`src/rtl/s20_pkg.sv`:
```
// Shared types, constants and round functions for the Salsa20 stream cipher block.
// No dependencies; used by every module in this folder.
`timescale 1ns / 1ps
`default_nettype none

package s20_pkg;

   localparam int ROUND_COUNT_DEFAULT = 20;
   localparam int QUEUE_DEPTH = 4;

   localparam logic [2:0] CSR_KEY_0 = 3'd0;
   localparam logic [2:0] CSR_KEY_1 = 3'd1;
   localparam logic [2:0] CSR_KEY_2 = 3'd2;
   localparam logic [2:0] CSR_KEY_3 = 3'd3;
   localparam logic [2:0] CSR_NONCE = 3'd4;
   localparam logic [2:0] CSR_START = 3'd5;

   localparam logic [31:0] SIGMA_0 = 32'h61707865;
   localparam logic [31:0] SIGMA_1 = 32'h3320646e;
   localparam logic [31:0] SIGMA_2 = 32'h79622d32;
   localparam logic [31:0] SIGMA_3 = 32'h6b206574;

   typedef logic [15:0][31:0] state_type;
   typedef logic [3:0][31:0] quad_type;

   // One queued data word with its keystream coordinates.
   typedef struct packed {
      logic [7:0]  data;
      logic        last;
      logic [57:0] block;
      logic [5:0]  offset;
   } entry_type;

   function automatic logic [31:0] rotl(input logic [31:0] v, input int n);
      rotl = (v << n) | (v >> (32 - n));
   endfunction

   function automatic quad_type quarter(input quad_type q);
      quad_type r;
      r = q;
      r[1] = r[1] ^ rotl(r[0] + r[3], 7);
      r[2] = r[2] ^ rotl(r[1] + r[0], 9);
      r[3] = r[3] ^ rotl(r[2] + r[1], 13);
      r[0] = r[0] ^ rotl(r[3] + r[2], 18);
      return r;
   endfunction

   // Column round when is_col is set, row round otherwise.
   function automatic state_type round_fn(input state_type s, input logic is_col);
      state_type r;
      quad_type  q0;
      quad_type  q1;
      quad_type  q2;
      quad_type  q3;
      r = s;
      if (is_col) begin
         q0 = quarter({s[12], s[8],  s[4],  s[0]});
         q1 = quarter({s[1],  s[13], s[9],  s[5]});
         q2 = quarter({s[6],  s[2],  s[14], s[10]});
         q3 = quarter({s[11], s[7],  s[3],  s[15]});
         {r[12], r[8],  r[4],  r[0]}  = q0;
         {r[1],  r[13], r[9],  r[5]}  = q1;
         {r[6],  r[2],  r[14], r[10]} = q2;
         {r[11], r[7],  r[3],  r[15]} = q3;
      end else begin
         q0 = quarter({s[3],  s[2],  s[1],  s[0]});
         q1 = quarter({s[4],  s[7],  s[6],  s[5]});
         q2 = quarter({s[9],  s[8],  s[11], s[10]});
         q3 = quarter({s[14], s[13], s[12], s[15]});
         {r[3],  r[2],  r[1],  r[0]}  = q0;
         {r[4],  r[7],  r[6],  r[5]}  = q1;
         {r[9],  r[8],  r[11], r[10]} = q2;
         {r[14], r[13], r[12], r[15]} = q3;
      end
      return r;
   endfunction

endpackage

`default_nettype wire

```
`src/rtl/s20_fifo.sv`:
```
// Short queue of entries between the front and the back of the cipher.
// Depends on s20_pkg for the entry type.
`timescale 1ns / 1ps
`default_nettype none

module s20_fifo #(
   parameter int DEPTH = s20_pkg::QUEUE_DEPTH
) (
   input  wire                 clock,
   input  wire                 reset,
   input  wire                 push,
   input  s20_pkg::entry_type  push_data,
   output logic                full,
   input  wire                 pop,
   output s20_pkg::entry_type  head,
   output logic                not_empty
);

   localparam int AW = (DEPTH > 1) ? $clog2(DEPTH) : 1;

   s20_pkg::entry_type mem_ff [DEPTH];
   logic [AW-1:0]      wr_ff, wr_in, rd_ff, rd_in;
   logic [AW:0]        cnt_ff, cnt_in;

   assign full      = (cnt_ff == (AW+1)'(DEPTH));
   assign not_empty = (cnt_ff != '0);
   assign head      = mem_ff[rd_ff];

   always_comb begin
      wr_in  = wr_ff;
      rd_in  = rd_ff;
      cnt_in = cnt_ff;
      if (push) wr_in = (wr_ff == AW'(DEPTH - 1)) ? '0 : wr_ff + 1'b1;
      if (pop)  rd_in = (rd_ff == AW'(DEPTH - 1)) ? '0 : rd_ff + 1'b1;
      if (push && !pop) cnt_in = cnt_ff + 1'b1;
      else if (pop && !push) cnt_in = cnt_ff - 1'b1;
   end

   always_ff @(posedge clock) begin
      if (push) mem_ff[wr_ff] <= push_data;
      if (reset) begin
         wr_ff  <= '0;
         rd_ff  <= '0;
         cnt_ff <= '0;
      end else begin
         wr_ff  <= wr_in;
         rd_ff  <= rd_in;
         cnt_ff <= cnt_in;
      end
   end

endmodule

`default_nettype wire

```
`src/rtl/s20_front.sv`:
```
// Front end: accepts data words, tracks the byte position and queues each word
// with its block number and offset. Depends on s20_pkg and s20_fifo.
`timescale 1ns / 1ps
`default_nettype none

module s20_front (
   input  wire                 clock,
   input  wire                 reset,
   input  wire                 in_valid,
   output logic                in_ready,
   input  wire  [7:0]          in_data,
   input  wire                 in_first,
   input  wire                 in_last,
   input  wire  [63:0]         start_position,
   input  wire                 pop,
   output s20_pkg::entry_type  head,
   output logic                head_valid
);

   logic               full;
   logic               push;
   logic [63:0]        pos_ff, pos_in, cur_pos;
   s20_pkg::entry_type entry;

   assign in_ready = !full;
   assign push     = in_valid && !full;
   assign cur_pos  = in_first ? start_position : pos_ff;
   assign pos_in   = push ? cur_pos + 64'd1 : pos_ff;

   always_comb begin
      entry.data   = in_data;
      entry.last   = in_last;
      entry.block  = cur_pos[63:6];
      entry.offset = cur_pos[5:0];
   end

   always_ff @(posedge clock) begin
      if (reset) pos_ff <= '0;
      else pos_ff <= pos_in;
   end

   s20_fifo u_fifo (
      .clock     (clock),
      .reset     (reset),
      .push      (push),
      .push_data (entry),
      .full      (full),
      .pop       (pop),
      .head      (head),
      .not_empty (head_valid)
   );

endmodule

`default_nettype wire

```
`config.mk`:
```
export PLATFORM = sky130hd
export DESIGN_NAME = s20_front
export DESIGN_NICKNAME = d
export VERILOG_FILES = /design/src/rtl/s20_pkg.sv /design/src/rtl/s20_fifo.sv /design/src/rtl/s20_front.sv
export SDC_FILE = /design/constraint.sdc
export NUM_CORES = 1
export LEC_CHECK = 0
export ABC_AREA = 1
export BUFFER_PORTS_ARGS = -buffer_cell sky130_fd_sc_hd__buf_2
export CORE_AREA = 8 8 172 255
export CTS_BUF_LIST = sky130_fd_sc_hd__clkbuf_4
export DETAILED_ROUTE_END_ITERATION = 6
export DIE_AREA = 0 0 180 263
export GPL_TIMING_DRIVEN = 1
export SYNTH_ARGS = -nofsm -noshare
export SYNTH_HDL_FRONTEND = slang
export SYNTH_SLANG_ARGS = --single-unit
```
`constraint.sdc`:
```
create_clock -name clock -period 13.83 [get_ports clock]
set_clock_uncertainty 0.15 [all_clocks]
set_input_delay 2.0745 -clock clock [delete_from_list [all_inputs] [get_ports clock]]
set_output_delay 2.0745 -clock clock [all_outputs]
set_load 0.05 [all_outputs]
```
==> out/metrics.cfg <==
[run_status]
status = complete, no violations

[synthesis]
ys_ff_latch = 365
synth_top_area_share_pct = 49.41
yosysWarnings = 0
ys_seq_area_share_pct = 57.65
synth-main-ff-cell = edfxtp_1
ys_types = 33
yosys-top-cells-count = 523 x nand2_1, 341 x nor2_1, 292 x edfxtp_1
synth_edf_count = 292
ys_async_sr_fraction_pct = 0
synth.avg_cell_area_um2 = 8.677
syn_area_mm2 = 0.01774
yosysTopAreaCell = edfxtp_1
synth_area_leaders = edfxtp_1 49%, nand2_1 11%, dfxtp_1 8.2%
synthMostInstantiatedCell = nand2_1
syn-num-nets = 2131
synthCells = 2045

[placed_design]
gp_congestion = 1.002
place_hpwl_um = 37520
placed_cells = 2624
io_buffers = 152

[global_routing]
grt_usage_pct = 22.65
grt_pass1_vias = 13990
grt_max_degree = 90
grt_pass1_wl_um = 82660
antenna_found_initial = 1
grt_overflow = 0

[drt]
viasPerCell = 5.256
drtIter0Drc = 969
post_drt_wl_per_cell_um = 19.78
drc = 0
vias = 14620
ant_nets = 0
first_pass_iters = 5
wirelength_um = 55010

[hold_path]
whs_endpoint = u_fifo.cnt_ff[2]$_SDFFE_PP0P_
hold_depth = 2
hp-start = u_fifo.cnt_ff[2]$_SDFFE_PP0P_
holdCritPathClass = flip-flop to flip-flop

[finish]
syn_to_final_growth_pct = 12.35
post_route_cells_drive_above_1_share_pct = 17.02
nets = 2292
fillers = 3893
stdcell_count = 2781
regArea_mm2 = 0.01023
multi_input_area_mm2 = 0.006265

[clocking]
clkTransAtPathRegs_ps = 70
cts_made_buffers = 86
cts_tree = yes
postCtsSetupBuffers = 0
cts_sinks = 365
htree_levels = 3
cts_hold_buf = 0
clock_latency_ps = 770
cts_buffer_depth = 3
cts_resized = 0
root_buffer = clkbuf_4

[timing]
max_clock_freq_ghz = 0.1676
relSlewSlack_pct = 29.36
rsz0062_at_grt = false
final_hold_viol_count = 0
period_needed_ps = 5966
drv_slew = 0
setup_tns_ps = 0
worstMarginPinSlew_ps = 1060
setup_viol = 0
fin_crit_sh_pct = 43.14

[flow_run]
drv_cap = 0

[power]
seq_power_share_pct = 47.5
cellPowerDensity_mw_per_mm2 = 139.7
leakagePower_nw = 8.031
power_switching_mw = 0.9027
p_clk_share_pct = 31.9
p_int_mw = 1.882
power_frac_comb_pct = 20.7
ir_worst_vdd_mv = 0.09046
swShare_pct = 32.41

[floorplan]
coreArea_mm2 = 0.03998
rows = 90
dieHeight_um = 263
initial_core_util_pct = 44.39
die_area_mm2 = 0.04734
die_width_um = 180
ios = 153

[setup_path]
crit_path_max_fanout = 81
endpoint_kind = output port
critPathKind = flip-flop to output port
cp-start-kind = flip-flop
worstPathRequired_ps = 11610
r2r-end = u_fifo.cnt_ff[2]$_SDFFE_PP0P_
r2r_start = u_fifo.cnt_ff[1]$_SDFFE_PP0P_
r2r_setup_slack_ps = 10650
rr_worst_depth = 14
arrival_ps = 3740

-- worst max-delay path: stages, from the launching register on --
cell	delay, ps
dfxtp_4	560
inv_4	610
buf_4	760
o21ai_0	170
o22ai_1	410
buf_2	360
-- per-stage QoR --
step / utilization [%] / area (um2) / hold slack, ps / power [mW] / setup WS [ps]
after global routing: 49.87 / 19940 / 379.1 / 2.919 / 7576
after CTS: 49.87 / 19930 / 344.6 / 2.817 / 7767
after floorplan: - / 17740 / 305.4 / 1.751 / 7483
final: 49.87 / 19940 / 341.3 / 2.785 / 7864
after detailed placement: 47.02 / 18800 / 334.7 / 1.924 / 8361
after global placement: 47.02 / 18800 / 318.1 / 1.918 / 8346
-- metal layers --
layer  up-vias  share of wire [%]  GRT usage [%]
met5         -                  0              0
met4         0                3.6          10.05
met3        99                6.3          4.136
met2       489                 49          37.95
met1      6922                 41          28.23
li1       7107                  -              -
-- cells by family after synthesis --
group           count (synthesis)  share of synthesized area (%)
flops                         365                          57.65
compound gates                361                          11.24
simple gates                  986                          22.34
fa+ha+maj                       8                         0.6064
xor+xnor                       19                         0.9378
buf+inv                       306                          7.227
-- power groups by stage --
stage	registers (mW)	clock network (mW)	logic, mW
floorplan	1.34	0	0.410
global placement	1.34	0	0.574
detailed placement	1.35	0	0.578
CTS	1.32	0.916	0.579
global route	1.33	0.966	0.624
finish	1.32	0.887	0.575
-- cell type report --
type | instances | area share [%]
multi-input cells | 1374 | 31.42
well taps | 506 | 3.176
clock inverters | 29 | 0.9163
diodes | 1 | 0.01255
repair buffers | 164 | 4.280
flip-flops and latches | 365 | 51.34
inverters | 215 | 4.073
clock buffers | 127 | 4.782
-- worst max-delay path by stage --
stage	start	to	slack (ps)	depth (start not counted)
2_1_floorplan	in_valid	u_fifo.mem_ff[0][0]$_DFFE_PP_	7480	4
3_3_place_gp	in_first	pos_ff[47]$_SDFFE_PP0P_	8350	13
3_5_place_dp	in_first	pos_ff[47]$_SDFFE_PP0P_	8360	13
4_1_cts	flip-flop	head[32]	7770	5
5_1_grt	flip-flop	head[32]	7580	5
6_report	flip-flop	head[32]	7860	5
-- cell usage in the layout (no fill, tap or decap), types with 11 or more instances in the layout --
master      n
a21oi_1    62
buf_2     151
buf_4      13
clkbuf_4  127
clkinv_1   18
dfxtp_1    71
edfxtp_1  292
inv_1     207
nand2_1   522
nand2_2    11
nand3_1    65
nor2_1    337
nor2_2     25
o21ai_0   184
o21ai_1    14
o21ai_2    24
o22ai_1    73
xor2_1     18
-- state kept, by name, summed over array words and instances (netlist names), named ones only --
register       flops
u_fifo.wr_ff       2
u_fifo.mem_ff    292
pos_ff            64
u_fifo.cnt_ff      3
u_fifo.rd_ff       2
No activity file was read; power rests on OpenSTA's default activity.
